## src/sv/ycbcr_to_argb_frame_converter_top_assert.svh

```systemverilog
// Assertion helpers shared by the RTL files.
// Each macro checks one implication on the rising edge of clk, with the
// check held off while rst_n is low.
`ifndef YCBCR_TO_ARGB_FRAME_CONVERTER_TOP_ASSERT_SVH
`define YCBCR_TO_ARGB_FRAME_CONVERTER_TOP_ASSERT_SVH

// Same-cycle implication.
`define YC_ASSERT_NOW(label, ante, cons, msg) \
  label: assert property (@(posedge clk) disable iff (!rst_n) (ante) |-> (cons)) \
    else $error(msg);

// Next-cycle implication.
`define YC_ASSERT_NEXT(label, ante, cons, msg) \
  label: assert property (@(posedge clk) disable iff (!rst_n) (ante) |=> (cons)) \
    else $error(msg);

`endif

```

## src/sv/ycbcr2argb_pkg.sv

```systemverilog
// ---------------------------------------------------------------------------
// ycbcr2argb_pkg
// Shared widths, register indexes and payload types of the color converter.
// ---------------------------------------------------------------------------
package ycbcr2argb_pkg;

  // Width of the frame dimension registers and the row counter.
  localparam int DIM_BITS  = 12;
  localparam int COL_W     = DIM_BITS - 2;      // group column counter
  localparam int GRP_W     = DIM_BITS - 1;      // groups per row, up to 2^(DIM_BITS-2)
  localparam int OFS_W     = 2 * DIM_BITS + 1;  // word offset of the row start
  localparam int WADDR_W   = OFS_W + 1;         // word offset plus column words
  localparam int ADDR_W    = 32;
  localparam int CFG_IDX_W = 2;

  // Configuration register indexes.
  localparam logic [CFG_IDX_W-1:0] REG_FRAME_WIDTH  = 2'd0;
  localparam logic [CFG_IDX_W-1:0] REG_FRAME_HEIGHT = 2'd1;
  localparam logic [CFG_IDX_W-1:0] REG_LINE_STRIDE  = 2'd2;
  localparam logic [CFG_IDX_W-1:0] REG_IMAGE_BASE   = 2'd3;

  localparam logic [7:0] CHROMA_OFFSET = 8'h80;
  localparam logic [7:0] ALPHA_OPAQUE  = 8'hFF;

  typedef struct packed {
    logic [7:0] luma0;
    logic [7:0] luma1;
    logic [7:0] luma2;
    logic [7:0] luma3;
    logic [7:0] chroma_blue;
    logic [7:0] chroma_red;
  } in_item_t;

  typedef struct packed {
    logic [31:0] pixel0;
    logic [31:0] pixel1;
    logic [31:0] pixel2;
    logic [31:0] pixel3;
    logic [31:0] dest_address;
    logic        frame_end;
  } out_item_t;

  typedef struct packed {
    logic [DIM_BITS-1:0] frame_width;
    logic [DIM_BITS-1:0] frame_height;
    logic [DIM_BITS-1:0] line_stride;
    logic [ADDR_W-1:0]   image_base;
  } cfg_t;

  // Chroma contributions to each channel, two's complement.
  typedef struct packed {
    logic [9:0] r;
    logic [9:0] g;
    logic [9:0] b;
  } chroma_ofs_t;

  // Position of the current group in the destination buffer.
  typedef struct packed {
    logic [WADDR_W-1:0] word_addr;
    logic               frame_end;
  } addr_info_t;

endpackage

```

## src/sv/ycbcr2argb_cfg_regs.sv

```systemverilog
// ---------------------------------------------------------------------------
// ycbcr2argb_cfg_regs
// Frame geometry and base address registers behind the write port.
// ---------------------------------------------------------------------------
module ycbcr2argb_cfg_regs
  import ycbcr2argb_pkg::*;
(
  input  logic                 clk,
  input  logic                 rst_n,
  input  logic                 cfg_valid,
  output logic                 cfg_ready,
  input  logic [CFG_IDX_W-1:0] cfg_index,
  input  logic [31:0]          cfg_data,
  output cfg_t                 cfg
);

  cfg_t cfg_r;
  cfg_t cfg_nxt;

  assign cfg_ready = 1'b1;
  assign cfg     = cfg_r;

  always_comb begin
    cfg_nxt = cfg_r;
    if (cfg_valid) begin
      case (cfg_index)
        REG_FRAME_WIDTH:  cfg_nxt.frame_width  = cfg_data[DIM_BITS-1:0];
        REG_FRAME_HEIGHT: cfg_nxt.frame_height = cfg_data[DIM_BITS-1:0];
        REG_LINE_STRIDE:  cfg_nxt.line_stride  = cfg_data[DIM_BITS-1:0];
        REG_IMAGE_BASE:   cfg_nxt.image_base   = cfg_data[ADDR_W-1:0];
        default:          cfg_nxt = cfg_r;
      endcase
    end
  end

  always_ff @(posedge clk) begin
    if (!rst_n) begin
      cfg_r <= '0;
    end else begin
      cfg_r <= cfg_nxt;
    end
  end

endmodule

```

## src/sv/ycbcr2argb_addr_gen.sv

```systemverilog
// ---------------------------------------------------------------------------
// ycbcr2argb_addr_gen
// Column, row and row-offset counters; word address and end-of-frame flag.
// ---------------------------------------------------------------------------
`include "ycbcr_to_argb_frame_converter_top_assert.svh"

module ycbcr2argb_addr_gen
  import ycbcr2argb_pkg::*;
(
  input  logic       clk,
  input  logic       rst_n,
  input  cfg_t       cfg,
  input  logic       advance,
  output addr_info_t info
);

  logic [COL_W-1:0]    col_r, col_nxt;
  logic [DIM_BITS-1:0] row_r, row_nxt;
  logic [OFS_W-1:0]    ofs_r, ofs_nxt;

  logic [DIM_BITS:0]   width_up;
  logic [GRP_W-1:0]    groups;
  logic [COL_W:0]      col_inc;
  logic [DIM_BITS:0]   row_inc;
  logic [DIM_BITS-1:0] row_step;
  logic                row_end;
  logic                frame_end;

  always_comb begin
    width_up  = {1'b0, cfg.frame_width} + (DIM_BITS+1)'(3);
    groups    = width_up[DIM_BITS:2];
    col_inc   = {1'b0, col_r} + (COL_W+1)'(1);
    row_inc   = {1'b0, row_r} + (DIM_BITS+1)'(1);
    row_end   = (col_inc >= groups);
    frame_end = row_end && (row_inc >= {1'b0, cfg.frame_height});
    row_step  = (cfg.frame_width > cfg.line_stride) ? cfg.frame_width : cfg.line_stride;

    info.word_addr = {1'b0, ofs_r} + {{(WADDR_W-COL_W-2){1'b0}}, col_r, 2'b00};
    info.frame_end = frame_end;
  end

  always_comb begin
    col_nxt = col_r;
    row_nxt = row_r;
    ofs_nxt = ofs_r;
    if (advance) begin
      if (frame_end) begin
        col_nxt = '0;
        row_nxt = '0;
        ofs_nxt = '0;
      end else if (row_end) begin
        col_nxt = '0;
        row_nxt = row_inc[DIM_BITS-1:0];
        ofs_nxt = ofs_r + {{(OFS_W-DIM_BITS){1'b0}}, row_step};
      end else begin
        col_nxt = col_inc[COL_W-1:0];
      end
    end
  end

  always_ff @(posedge clk) begin
    if (!rst_n) begin
      col_r <= '0;
      row_r <= '0;
      ofs_r <= '0;
    end else begin
      col_r <= col_nxt;
      row_r <= row_nxt;
      ofs_r <= ofs_nxt;
    end
  end

  `YC_ASSERT_NEXT(a_frame_end_clears, advance && frame_end,
    col_r == '0 && row_r == '0 && ofs_r == '0, "counters not cleared at frame end")
  `YC_ASSERT_NEXT(a_hold_when_idle, !advance,
    $stable(col_r) && $stable(row_r) && $stable(ofs_r), "counters moved without an item")
  `YC_ASSERT_NEXT(a_row_start, advance && row_end, col_r == '0, "column not reset at row end")

endmodule

```

## src/sv/ycbcr2argb_chroma_calc.sv

```systemverilog
// ---------------------------------------------------------------------------
// ycbcr2argb_chroma_calc
// Shift-add chroma contributions shared by the four pixels of a group.
// ---------------------------------------------------------------------------
module ycbcr2argb_chroma_calc
  import ycbcr2argb_pkg::*;
(
  input  logic [7:0]  chroma_blue,
  input  logic [7:0]  chroma_red,
  output chroma_ofs_t ofs
);

  logic signed [7:0] cb;
  logic signed [7:0] cr;

  // Sign-extend an 8-bit two's complement value.
  function automatic logic [9:0] sx(input logic [7:0] v);
    return {{2{v[7]}}, v};
  endfunction

  always_comb begin
    // Remove the 128 offset: flipping the top bit gives the signed value.
    cb = $signed(chroma_blue ^ CHROMA_OFFSET);
    cr = $signed(chroma_red ^ CHROMA_OFFSET);

    ofs.r = sx(cr) + sx(cr >>> 2) + sx(cr >>> 3) + sx(cr >>> 5);
    ofs.g = 10'd0 - (sx(cb >>> 2) + sx(cb >>> 4) + sx(cb >>> 5))
                  - (sx(cr >>> 1) + sx(cr >>> 3) + sx(cr >>> 4) + sx(cr >>> 5));
    ofs.b = sx(cb) + sx(cb >>> 1) + sx(cb >>> 2) + sx(cb >>> 6);
  end

endmodule

```

## src/sv/ycbcr2argb_pixel_pack.sv

```systemverilog
// ---------------------------------------------------------------------------
// ycbcr2argb_pixel_pack
// Add luma to the chroma terms, clamp to 0..255 and pack one ARGB word.
// ---------------------------------------------------------------------------
module ycbcr2argb_pixel_pack
  import ycbcr2argb_pkg::*;
(
  input  logic [7:0]  luma,
  input  chroma_ofs_t ofs,
  output logic [31:0] pixel
);

  logic [10:0] r_sum;
  logic [10:0] g_sum;
  logic [10:0] b_sum;

  // Saturate an 11-bit two's complement value to 0..255.
  function automatic logic [7:0] clamp8(input logic [10:0] v);
    if (v[10]) begin
      return 8'd0;
    end else if (v[9:8] != 2'b00) begin
      return 8'hFF;
    end else begin
      return v[7:0];
    end
  endfunction

  always_comb begin
    r_sum = {3'b000, luma} + {ofs.r[9], ofs.r};
    g_sum = {3'b000, luma} + {ofs.g[9], ofs.g};
    b_sum = {3'b000, luma} + {ofs.b[9], ofs.b};
    pixel = {ALPHA_OPAQUE, clamp8(r_sum), clamp8(g_sum), clamp8(b_sum)};
  end

endmodule

```

## src/sv/ycbcr_to_argb_frame_converter_top.sv

```systemverilog
// ---------------------------------------------------------------------------
// ycbcr_to_argb_frame_converter_top
// Four-pixel YCbCr to ARGB converter with destination address generation.
// ---------------------------------------------------------------------------
// Usage:
//   in_*  : one item per four-pixel group (four luma, one Cb/Cr pair).
//   out_* : four packed 0xFF,R,G,B words, the byte address of the first
//           pixel, and a flag on the last group of the frame.
//   cfg_* : register writes (width, height, stride, base); always ready.
//           Write only while no item is in flight.
// From input accept to output valid an item passes two registers: the first
// holds the item with its chroma terms and word address, the second holds
// the finished result. Throughput is one item per cycle while out_ready
// stays high, and the address counters step as each item is accepted.
// While width or height is zero, items are taken and dropped, with no
// result and no counter change.
// Synchronous reset clears the registers, counters and both stages.
// When the receiver stalls, the result holds in the output register and
// stage 1 takes one more item if it is empty; then in_ready drops
// until out_ready returns.
// ---------------------------------------------------------------------------
`include "ycbcr_to_argb_frame_converter_top_assert.svh"

module ycbcr_to_argb_frame_converter_top
  import ycbcr2argb_pkg::*;
(
  input  logic                 clk,
  input  logic                 rst_n,
  // input channel
  input  logic                 in_valid,
  output logic                 in_ready,
  input  in_item_t             in_data,
  // result channel
  output logic                 out_valid,
  input  logic                 out_ready,
  output out_item_t            out_data,
  // configuration write channel
  input  logic                 cfg_valid,
  output logic                 cfg_ready,
  input  logic [CFG_IDX_W-1:0] cfg_index,
  input  logic [31:0]          cfg_data
);

  cfg_t        cfg;
  addr_info_t  addr_info;
  chroma_ofs_t chroma_ofs;

  // Stage 1: registered item, chroma terms and word address.
  logic        s1_valid_r, s1_valid_nxt;
  logic [7:0]  s1_luma_r [4];
  chroma_ofs_t s1_ofs_r;
  addr_info_t  s1_info_r;

  // Stage 2: result register.
  logic        out_valid_r, out_valid_nxt;
  out_item_t   out_r;

  logic        s2_load;
  logic        s1_move;
  logic        in_acc;
  logic        frame_live;
  logic        advance;
  logic [31:0] pix [4];
  logic [31:0] byte_ofs;

  ycbcr2argb_cfg_regs u_cfg_regs (
    .clk       (clk),
    .rst_n     (rst_n),
    .cfg_valid (cfg_valid),
    .cfg_ready (cfg_ready),
    .cfg_index (cfg_index),
    .cfg_data  (cfg_data),
    .cfg       (cfg)
  );

  ycbcr2argb_addr_gen u_addr_gen (
    .clk     (clk),
    .rst_n   (rst_n),
    .cfg     (cfg),
    .advance (advance),
    .info    (addr_info)
  );

  ycbcr2argb_chroma_calc u_chroma_calc (
    .chroma_blue (in_data.chroma_blue),
    .chroma_red  (in_data.chroma_red),
    .ofs         (chroma_ofs)
  );

  for (genvar i = 0; i < 4; i++) begin : g_pix
    ycbcr2argb_pixel_pack u_pixel_pack (
      .luma  (s1_luma_r[i]),
      .ofs   (s1_ofs_r),
      .pixel (pix[i])
    );
  end

  // Handshake: the output register loads when empty or being drained;
  // stage 1 takes a new item when empty or moving forward.
  always_comb begin
    s2_load    = !out_valid_r || out_ready;
    s1_move    = s1_valid_r && s2_load;
    in_ready   = !s1_valid_r || s2_load;
    in_acc     = in_valid && in_ready;
    frame_live = (cfg.frame_width != '0) && (cfg.frame_height != '0);
    advance    = in_acc && frame_live;
  end

  always_comb begin
    // Drop items taken while the frame is empty.
    if (in_acc) begin
      s1_valid_nxt = frame_live;
    end else begin
      s1_valid_nxt = s1_valid_r && !s2_load;
    end
    if (s2_load) begin
      out_valid_nxt = s1_valid_r;
    end else begin
      out_valid_nxt = out_valid_r;
    end
  end

  always_ff @(posedge clk) begin
    if (!rst_n) begin
      s1_valid_r  <= 1'b0;
      out_valid_r <= 1'b0;
    end else begin
      s1_valid_r  <= s1_valid_nxt;
      out_valid_r <= out_valid_nxt;
    end
  end

  // Capture the item with its chroma terms and position.
  always_ff @(posedge clk) begin
    if (in_acc) begin
      s1_luma_r[0] <= in_data.luma0;
      s1_luma_r[1] <= in_data.luma1;
      s1_luma_r[2] <= in_data.luma2;
      s1_luma_r[3] <= in_data.luma3;
      s1_ofs_r     <= chroma_ofs;
      s1_info_r    <= addr_info;
    end
  end

  // Byte address: base plus four times the word address, modulo 2^32.
  assign byte_ofs = 32'({s1_info_r.word_addr, 2'b00});

  always_ff @(posedge clk) begin
    if (s1_move) begin
      out_r.pixel0       <= pix[0];
      out_r.pixel1       <= pix[1];
      out_r.pixel2       <= pix[2];
      out_r.pixel3       <= pix[3];
      out_r.dest_address <= cfg.image_base + byte_ofs;
      out_r.frame_end    <= s1_info_r.frame_end;
    end
  end

  assign out_valid = out_valid_r;
  assign out_data  = out_r;

  `YC_ASSERT_NEXT(a_empty_frame_drop, in_acc && !frame_live, !s1_valid_r,
    "item kept while the frame is empty")
  `YC_ASSERT_NEXT(a_stage_to_output, s1_move, out_valid_r,
    "stage 1 item lost on its way to the output")
  `YC_ASSERT_NOW(a_stall_blocks_move, out_valid_r && !out_ready, !s1_move,
    "stage 1 moved into a stalled output")
  `YC_ASSERT_NEXT(a_full_pipe_holds, s1_valid_r && out_valid_r && !out_ready,
    s1_valid_r, "stage 1 item dropped during a stall")

endmodule

```

## config.mk

```make
export PLATFORM = sky130hd
export DESIGN_NAME = ycbcr_to_argb_frame_converter_top
export DESIGN_NICKNAME = d
export VERILOG_FILES = /design/src/sv/ycbcr2argb_pkg.sv /design/src/sv/ycbcr2argb_cfg_regs.sv /design/src/sv/ycbcr2argb_addr_gen.sv /design/src/sv/ycbcr2argb_chroma_calc.sv /design/src/sv/ycbcr2argb_pixel_pack.sv /design/src/sv/ycbcr_to_argb_frame_converter_top.sv
export VERILOG_INCLUDE_DIRS = /design/src /design/src/sv
export SDC_FILE = /design/constraint.sdc
export NUM_CORES = 1
export LEC_CHECK = 0
export BUFFER_PORTS_ARGS = -buffer_cell sky130_fd_sc_hd__buf_2
export CAP_MARGIN = 10
export CORE_ASPECT_RATIO = 1.25
export CORE_UTILIZATION = 30
export CTS_CLUSTER_SIZE = 12
export DETAILED_ROUTE_END_ITERATION = 7
export RECOVER_POWER = 50
export REMOVE_ABC_BUFFERS = 1
export SYNTH_ARGS = -nofsm -noshare
export SYNTH_HDL_FRONTEND = slang
export SYNTH_HIERARCHICAL = 1
export SYNTH_SLANG_ARGS = --single-unit
```

## constraint.sdc

```tcl
create_clock -name clk -period 12.41 [get_ports clk]
set_clock_uncertainty 0.05 [all_clocks]
set_input_delay 3.723 -clock clk [delete_from_list [all_inputs] [get_ports clk]]
set_output_delay 3.723 -clock clk [all_outputs]
set_load 0.01 [all_outputs]
```

==> impl_metrics.env, run 1 <==
export IMPL_status="finished with violations"
export IMPL_violations="max-capacitance violations, max-slew violations"
export IMPL_netlist_area_mm2=0.0249
export IMPL_async_flop_share=0
export IMPL_synth_top_flop_cell="edfxtp_1"
export IMPL_tightest_slew_ns=3.51
export IMPL_layout_nets=2998
export IMPL_clock_latency_ns=0.59
export IMPL_antenna_found_initial=9
export IMPL_irDropWorstVdd_v=0.0000922
export IMPL_internal_power_w=0.00297
export IMPL_max_freq_ghz=0.123
export IMPL_grt_remaining_overflow=0
export IMPL_ys_seq_elements=367
export IMPL_drive_gt1_frac=0.132
export IMPL_grt_total_usage=0.160
export IMPL_setup_violations_final=0
export IMPL_cts_repair_resized=0
export IMPL_num_vias=18660
export IMPL_ys_top_cells_by_area="edfxtp_1 (30%), ha_1 (12%), dfxtp_1 (9.4%), a21oi_1 (4.1%), fa_1 (4.0%)"
export IMPL_wl_mm=68.3
export IMPL_die_area_mm2=0.0841
export IMPL_worstSetupStartpointType="primary input"
export IMPL_p_sw_w=0.00174
export IMPL_fin_ws_ns=4.26
export IMPL_post_cts_buffers=0
export IMPL_slew_headroom=-1.34
export IMPL_cts_max_path_buffers=3
export IMPL_syn_avg_cell_area_um2=10.3
export IMPL_syn_inst=2405
export IMPL_p_seq_frac=0.341
export IMPL_crit_path_top_delay_cell="nor2b_1"
export IMPL_clock_root_buffer="clkbuf_16"
export IMPL_die_h_um=324
export IMPL_fin_crit_sh=0.657
export IMPL_p_leak_nw=11.5
export IMPL_cp_max_fo=3
export IMPL_place_hpwl_mm=51.9
export IMPL_place_gp_congestion=0.870
export IMPL_maxSlewViolCount=240
export IMPL_swShare=0.369
export IMPL_comb_power_share=0.390
export IMPL_min_period_ns=8.15
export IMPL_cp_arrival_ns=4.38
export IMPL_first_iter_violations=1055
export IMPL_final_cell_mix="edfxtp_1 (250), nand2_1 (232), ha_1 (229)"
export IMPL_path_cells="buf_2, nor2b_1, nand2_1, buf_2"
export IMPL_crit_path_end_kind="output port"
export IMPL_p_clk_frac=0.268
export IMPL_grt_pass1_wl_mm=103
export IMPL_drtAntennaViolNets=0
export IMPL_clock_sinks=367
export IMPL_hold_viol_final=0
export IMPL_instances_no_fill=3738
export IMPL_numCtsBuffers=44
export IMPL_core_region_area_mm2=0.0818
export IMPL_first_global_vias=18356
export IMPL_start_util=0.304
export IMPL_area_growth_pct=12.9
export IMPL_hold_buffers=0
export IMPL_synth_edff_count=250
export IMPL_max_cap_viol_count=6
export IMPL_path_common_cell="buf_2"
export IMPL_synth_top_area_cell="edfxtp_1"
export IMPL_p_per_area_mw_per_mm2=168
export IMPL_worstSetupPathType="in2out"
export IMPL_post_drt_wl_per_cell_um=18.3
export IMPL_dpl_cell_count=3657
export IMPL_place_ws_ns=4.14
export IMPL_min_path_type="reg2reg"
export IMPL_io_buffers=249
export IMPL_via_per_inst=4.99
export IMPL_critPathMaxStageDelay_ns=0.28
export IMPL_final_common_cell="edfxtp_1"
export IMPL_cts_tree="built"
export IMPL_rsz0062_at_grt="no"
export IMPL_dieWidth_um=260
export IMPL_route_detailed_drc=0
export IMPL_pin_count=251
export IMPL_drt_first_pass_iters=5
export IMPL_rows=117
export IMPL_clk_pin_slew_ns=0.06
export IMPL_yosys_warnings=6
export IMPL_whs_ns=0.379
export IMPL_h_tree_depth=2
export IMPL_netlist_area_leader_share=0.302
export IMPL_synth_distinct_cells=101
export IMPL_crit_required_ns=8.64
export IMPL_grt_max_degree=71
export IMPL_finalSetupTns_ns=0
export IMPL_ys_seq_area_frac=0.396
-- cell families (layout without fill, tap and decap cells) --
kind of cell	count (synthesis)	count (layout)	share of synthesized area
muxes	90	90	0.0368
buffers and inverters	208	440	0.0415
AOI/OAI and AO/OA	670	670	0.188
and+or+nand+nor	612	612	0.120
xor gates and xnor gates	174	174	0.0613
other	5	35	0.000755
DFF	367	367	0.396
adders and majority gates	279	279	0.155
-- worst max-delay path, delay by kind of cell --
family	cells	cell delay [ns]
buf+inv	2	0.25
simple gates	2	0.41
-- cell usage after synthesis (all sizes together), types with 50 or more instances --
master    n
a21oi   214
nand3    65
xor2     79
fa       50
ha      229
buf      74
nor2    128
inv      98
nand2   232
dfxtp   117
mux2i    79
o21ai   107
o21a     94
edfxtp  250
xnor2    95
a21o     65
-- flip-flops by register name, indices dropped and copies added, names as in the netlist --
name,count
byte_ofs,26
out_data,161
out_valid,1
s1_info_r,1
s1_luma_r,32
s1_ofs_r,30
s1_valid_r,1
u_addr_gen/col_r,10
u_addr_gen/ofs_r,25
u_addr_gen/row_r,12
u_cfg_regs/cfg,68
-- stage by stage --
step                      instance area, um^2   util  total power (W)
final                                   28100  0.343          0.00471
after global routing                    28100  0.343          0.00504
after CTS                               28400  0.347          0.00484
after detailed placement                27000  0.330          0.00353
after global placement                  27000  0.330          0.00352
after floorplan                         24300      -          0.00306
-- cell type report --
| class | count | area (um^2) |
|---|---|---|
| clock buffers | 52 | 1140 |
| well taps | 1071 | 1340 |
| flip-flops and latches | 367 | 9850 |
| clock inverters | 27 | 249 |
| repair buffers | 262 | 1270 |
| fillers | 8302 | 53800 |
| inverters | 99 | 372 |
| diodes | 2 | 5.00 |
| multi-input cells | 1858 | 13800 |
-- path summary, 6_finish.rpt --
kind                                         from             endpoint  slack [ns]  cells after the start
worst max-delay path                    out_ready             in_ready        4.26                      4
worst min-delay path            u_cfg_regs/cfg[1]          out_data[2]        0.38                      0
worst max register to register          out_valid  u_addr_gen/row_r[7]        7.18                      8
worst min register to register  u_cfg_regs/cfg[1]          out_data[2]        0.38                      0
-- power by group through the flow --
| stage | Sequential [W] | Clock [W] | Combinational, W |
|---|---|---|---|
| floorplan | 0.00160 | 0 | 0.00145 |
| global placement | 0.00164 | 0 | 0.00188 |
| detailed placement | 0.00164 | 0 | 0.00190 |
| CTS | 0.00161 | 0.00131 | 0.00191 |
| global route | 0.00162 | 0.00135 | 0.00207 |
| finish | 0.00161 | 0.00126 | 0.00184 |
-- routing by layer --
layer / global-route usage / wire (um)
met3: 0.0260 / 3140
met4: 0.0722 / 3120
met1: 0.177 / 27300
met5: 0 / 62
met2: 0.297 / 34600
Note: power is estimated with default switching activity, not from simulation.
==> run 2, diff against run 1 <==
==> constraint.sdc (replaced) <==
create_clock -name clk -period 7 [get_ports clk]
set_clock_uncertainty 0.05 [all_clocks]
set_input_delay 2.1 -clock clk [delete_from_list [all_inputs] [get_ports clk]]
set_output_delay 2.1 -clock clk [all_outputs]
set_load 0.01 [all_outputs]
==> run 2 against run 1 <==
Net effect: the flow still finishes with violations (max-capacitance violations, max-slew violations); first-iteration DRC count is 3.8% lower; hold slack lost 0.00086 ns; flip-flop and latch count unchanged; critical path depth rose by 5.
==> impl_metrics.env, run 2 (synthesis results as in run 1) <==
export IMPL_num_vias=18754
export IMPL_clock_latency_ns=0.59
export IMPL_fillers=8313
export IMPL_grt_max_degree=114
export IMPL_worstSetupPathType="in2reg"
export IMPL_route_detailed_drc=0
export IMPL_final_common_cell="edfxtp_1"
export IMPL_grt_pass1_wl_mm=103
export IMPL_violations="max-capacitance violations, max-slew violations"
export IMPL_dieWidth_um=260
export IMPL_setup_violations_final=0
export IMPL_cp_arrival_ns=6.61
export IMPL_status="finished with violations"
export IMPL_via_per_inst=5.01
export IMPL_reg2reg_to="u_addr_gen/row_r[10]"
export IMPL_place_ws_ns=0.347
export IMPL_clock_root_buffer="clkbuf_16"
export IMPL_max_freq_ghz=0.162
export IMPL_swShare=0.369
export IMPL_grt_total_usage=0.160
export IMPL_cp_max_fo=29
export IMPL_fin_crit_sh=0.880
export IMPL_layout_nets=3000
export IMPL_regArea_mm2=0.00985
export IMPL_max_cap_viol_count=5
export IMPL_drive_gt1_frac=0.149
export IMPL_p_sw_w=0.00308
export IMPL_rows=117
export IMPL_io_buffers=249
export IMPL_p_clk_frac=0.266
export IMPL_antenna_found_initial=9
export IMPL_worstSetupStartpointType="primary input"
export IMPL_h_tree_depth=2
export IMPL_die_h_um=324
export IMPL_die_area_mm2=0.0841
export IMPL_largest_reg_flops=161
export IMPL_min_path_type="reg2reg"
export IMPL_numCtsBuffers=44
export IMPL_worstReg2RegStart="out_valid"
export IMPL_cts_tree="built"
export IMPL_comb_power_share=0.392
export IMPL_min_from="u_cfg_regs/cfg[1]"
export IMPL_slew_headroom=-1.18
export IMPL_hold_viol_final=0
export IMPL_core_region_area_mm2=0.0818
export IMPL_p_per_area_mw_per_mm2=296
export IMPL_crit_path_end="u_addr_gen/row_r[10]"
export IMPL_maxSlewViolCount=267
export IMPL_drtAntennaViolNets=0
export IMPL_final_util=0.344
export IMPL_place_gp_congestion=0.869
export IMPL_cts_max_path_buffers=3
export IMPL_worstRegToRegCells=8
export IMPL_finalSetupTns_ns=0
export IMPL_rsz0062_at_grt="no"
export IMPL_p_leak_nw=11.6
export IMPL_irDropWorstVdd_v=0.000141
export IMPL_final_cell_mix="edfxtp_1 (250), buf_2 (240), nand2_1 (232)"
export IMPL_clk_pin_slew_ns=0.06
export IMPL_first_iter_violations=1015
export IMPL_p_seq_frac=0.342
export IMPL_area_growth_pct=13.1
export IMPL_internal_power_w=0.00526
export IMPL_crit_path_end_kind="flop"
export IMPL_grt_remaining_overflow=0
export IMPL_post_cts_buffers=0
export IMPL_tightest_slew_ns=3.27
export IMPL_min_period_ns=6.16
export IMPL_start_util=0.304
export IMPL_cts_repair_resized=0
export IMPL_wl_mm=68.4
export IMPL_drt_first_pass_iters=5
export IMPL_r2r_slack_ns=2.04
export IMPL_post_drt_wl_per_cell_um=18.3
export IMPL_place_hpwl_mm=51.9
export IMPL_hold_buffers=0
export IMPL_multi_input_area_mm2=0.0138
export IMPL_first_global_vias=18201
export IMPL_crit_start="out_ready"
export IMPL_pin_count=251
export IMPL_clock_sinks=367
export IMPL_fin_ws_ns=0.842
export IMPL_crit_required_ns=7.46
run 2: changes by cell type in the layout (fill, tap and decap cells not counted), moves of 2 or more:
cell      previous run  this run
clkinv_4             0         5
buf_2              201       240
o311ai_2             1         3
diode_2              2         5
buf_4                9        12
clkbuf_1            59        15
o311ai_0             3         1
run 2: worst max-delay path: stages:
cell     delay, ns
buf_2         0.08
nor2b_1       0.07
nand2_1       0.11
and2_0        1.64
nand3_1       0.66
inv_1         0.62
o21a_1        0.78
nand2_1       0.34
o22ai_1       0.19
run 2: per-layer routing:
| layer | global-route usage | up-vias | wire length (um) |
|---|---|---|---|
| met5 | 0 | - | 45 |
| met2 | 0.293 | 465 | 34400 |
| met3 | 0.0257 | 154 | 3470 |
| met4 | 0.0758 | 6 | 3280 |
| li1 | - | 9242 | - |
| met1 | 0.180 | 8887 | 27200 |
run 2: power by group through the flow:
stage	Sequential [W]	Clock (W)	Combinational, W
CTS	0.00285	0.00230	0.00339
floorplan	0.00284	0	0.00257
global route	0.00287	0.00238	0.00368
finish	0.00285	0.00222	0.00326
global placement	0.00290	0	0.00334
detailed placement	0.00290	0	0.00337
run 2: worst min-delay path by stage:
stage | end | slack, ns | cells after the start
2_1_floorplan | out_data[0] | 0.35 | 0
3_3_place_gp | out_data[2] | 0.36 | 0
3_5_place_dp | out_data[0] | 0.36 | 0
4_1_cts | out_data[2] | 0.38 | 0
5_1_grt | out_data[1] | 0.40 | 0
6_report | out_data[2] | 0.38 | 0
run 2: through the flow:
stage	hold slack, ns	power [W]	area [um^2]	std cells
6_report	0.378	0.00833	28100	3741
5_1_grt	0.401	0.00893	28100	3737
4_1_cts	0.379	0.00855	28400	3736
3_5_place_dp	0.365	0.00626	27000	3659
3_3_place_gp	0.362	0.00624	27000	3659
2_1_floorplan	0.350	0.00542	24300	2324
run 2: layout make-up:
class | instances | share of cell area
Timing Repair Buffer | 264 | 0.0475
Antenna cell | 5 | 0.000445
Inverter | 99 | 0.0132
Multi-Input combinational cell | 1858 | 0.492
Clock buffer | 50 | 0.0411
Clock inverter | 27 | 0.00765
Sequential cell | 367 | 0.350
Tap cell | 1071 | 0.0476
==> run 3, diff against run 2 <==
--- a/config.mk
+++ b/config.mk
@@ -6,6 +6,7 @@
 export SDC_FILE = /design/constraint.sdc
 export NUM_CORES = 1
 export LEC_CHECK = 0
+export ABC_AREA = 0
 export BUFFER_PORTS_ARGS = -buffer_cell sky130_fd_sc_hd__buf_2
 export CAP_MARGIN = 10
 export CORE_ASPECT_RATIO = 1.25
@@ -14,6 +15,7 @@
 export DETAILED_ROUTE_END_ITERATION = 7
 export RECOVER_POWER = 50
 export REMOVE_ABC_BUFFERS = 1
+export SLEW_MARGIN = 20
 export SYNTH_ARGS = -nofsm -noshare
 export SYNTH_HDL_FRONTEND = slang
 export SYNTH_HIERARCHICAL = 1
==> constraint.sdc (replaced) <==
create_clock -name clk -period 7 [get_ports clk]
set_clock_uncertainty 0.05 [all_clocks]
set_input_delay 0.35 -clock clk [delete_from_list [all_inputs] [get_ports clk]]
set_output_delay 0.35 -clock clk [all_outputs]
set_load 0.01 [all_outputs]
==> run 3 against run 2 <==
Net effect: the flow still finishes with violations (max-capacitance violations, max-slew violations); global-route usage about the same; clock power rose by 3%; via count grew 0.71%; non-clock buffer count is 50 higher; routed wire length rose by 0.28%; register-to-register slack worse by 0.24 ns; count of clock-buffer cells in the layout is 4 higher; first-iteration DRC count shrank 4.8%; hold slack worse by 0.32 ns; cell count is 1.3% higher; fmax is 18% higher; sequential share of layout area is 0.74 points lower; highest routed layer unchanged.
==> impl_metrics.env, run 3 (synthesis results as in run 1) <==
export IMPL_max_freq_ghz=0.192
export IMPL_path_cells="nor2b_1, nand2_1, and2_0, nand3_1, inv_1, o21a_1, nand2_1, o22ai_1"
export IMPL_start_util=0.304
export IMPL_setup_violations_final=0
export IMPL_cts_max_path_buffers=3
export IMPL_slew_headroom=-1.15
export IMPL_cp_max_fo=29
export IMPL_p_per_area_mw_per_mm2=297
export IMPL_p_leak_nw=11.4
export IMPL_power_w=0.00854
export IMPL_dieWidth_um=260
export IMPL_post_drt_wl_per_cell_um=18.1
export IMPL_tightest_slew_ns=3.22
export IMPL_num_vias=18887
export IMPL_cts_tree="built"
export IMPL_h_tree_depth=2
export IMPL_io_buffers=249
export IMPL_critPathMaxStageDelay_ns=1.72
export IMPL_cp_arrival_ns=5.66
export IMPL_area_growth_pct=15.6
export IMPL_multi_input_area_mm2=0.0141
export IMPL_largest_reg_flops=161
export IMPL_final_cell_mix="edfxtp_1 (250), ha_1 (229), nand2_1 (228)"
export IMPL_dpl_cell_count=3656
export IMPL_die_area_mm2=0.0841
export IMPL_rsz0062_at_grt="no"
export IMPL_final_common_cell="edfxtp_1"
export IMPL_grt_remaining_overflow=0
export IMPL_regArea_mm2=0.00985
export IMPL_drt_first_pass_iters=5
export IMPL_clock_sinks=367
export IMPL_clk_pin_slew_ns=0.06
export IMPL_crit_path_top_delay_cell="and2_0"
export IMPL_die_h_um=324
export IMPL_route_detailed_drc=0
export IMPL_first_global_vias=18575
export IMPL_critPathTopFamily="simple AND/OR/NAND/NOR gates"
export IMPL_max_cap_viol_count=6
export IMPL_antenna_found_initial=8
export IMPL_via_per_inst=4.98
export IMPL_wl_mm=68.6
export IMPL_maxSlewViolCount=285
export IMPL_numCtsBuffers=43
export IMPL_fillers=8274
export IMPL_worstSetupStartpointType="flop"
export IMPL_irDropWorstVdd_v=0.000170
export IMPL_instances_no_fill=3789
export IMPL_fin_crit_sh=0.743
export IMPL_violations="max-capacitance violations, max-slew violations"
export IMPL_place_hpwl_mm=51.9
export IMPL_clock_latency_ns=0.60
export IMPL_place_gp_congestion=0.884
export IMPL_clock_root_buffer="clkbuf_16"
export IMPL_rows=117
export IMPL_hold_viol_final=0
export IMPL_worstSetupPathType="reg2reg"
export IMPL_layout_nets=3049
export IMPL_crit_path_end_kind="flop"
export IMPL_worst_path_buf_inv=1
export IMPL_drtAntennaViolNets=0
export IMPL_grt_total_usage=0.160
export IMPL_pin_count=251
export IMPL_first_iter_violations=966
export IMPL_status="finished with violations"
export IMPL_core_region_area_mm2=0.0818
export IMPL_min_path_type="in2reg"
export IMPL_cts_repair_resized=0
export IMPL_drive_gt1_frac=0.0999
export IMPL_crit_required_ns=7.46
export IMPL_grt_max_degree=69
export IMPL_grt_pass1_wl_mm=104
export IMPL_min_period_ns=5.20
export IMPL_path_common_cell="nand2_1"
==> run 3: tightest hold or removal path, stage by stage <==
cell and delay (ns):
buf_2 0.07, nor2b_1 0.07, o21a_1 0.17
==> run 3: per-layer routing <==
metal / vias up / routed length, um / share of wire / global-route usage
met3: 138 / 2950 / 0.043 / 0.0258
met1: 8998 / 27600 / 0.40 / 0.179
met4: 12 / 2640 / 0.039 / 0.0652
li1: 9347 / - / - / -
met2: 392 / 35300 / 0.51 / 0.299
met5: - / 74 / 0.0011 / 0
==> run 3: worst paths after layout <==
path                    endpoint  cells after the start  slack, ns              start
max          u_addr_gen/row_r[9]                      8       1.80          out_valid
min                    out_valid                      3       0.06          out_ready
max reg2reg  u_addr_gen/row_r[9]                      8       1.80          out_valid
min reg2reg          out_data[1]                      0       0.38  u_cfg_regs/cfg[0]
==> run 3: layout make-up <==
class                      instances  area share
clock inverter                    22     0.00914
antenna                            4    0.000348
inverter                          99      0.0129
sequential                       367       0.343
tap                             1071      0.0466
multi-input combinational       1858       0.491
timing repair buffer             314      0.0569
clock buffer                      54      0.0406
==> run 3: stage by stage <==
step	setup TNS (ns)	hold slack [ns]	setup WS (ns)	area (um^2)	utilization
2_1_floorplan	-217.98	0.350	-1.35	24300	-
5_1_grt	0	0.0392	1.28	28700	0.351
6_report	0	0.0616	1.80	28700	0.351
3_5_place_dp	0	0.355	2.11	27000	0.330
3_3_place_gp	0	0.364	2.16	27000	0.330
4_1_cts	0	0.0215	2.26	29000	0.354
==> run 3: power by group <==
part / total, W / leakage, nW / internal, W / switching [W]
sequential: 0.00284 / 3.31 / 0.00262 / 0.000217
clock: 0.00229 / 0.698 / 0.00134 / 0.000956
combinational: 0.00341 / 7.43 / 0.00143 / 0.00198
total: 0.00854 / 11.4 / 0.00538 / 0.00315
==> run 3: timing repair <==
action,in CTS,in global routing
setup buffers,0,0
hold buffers,53,0
endpoints found under the hold margin,52,0
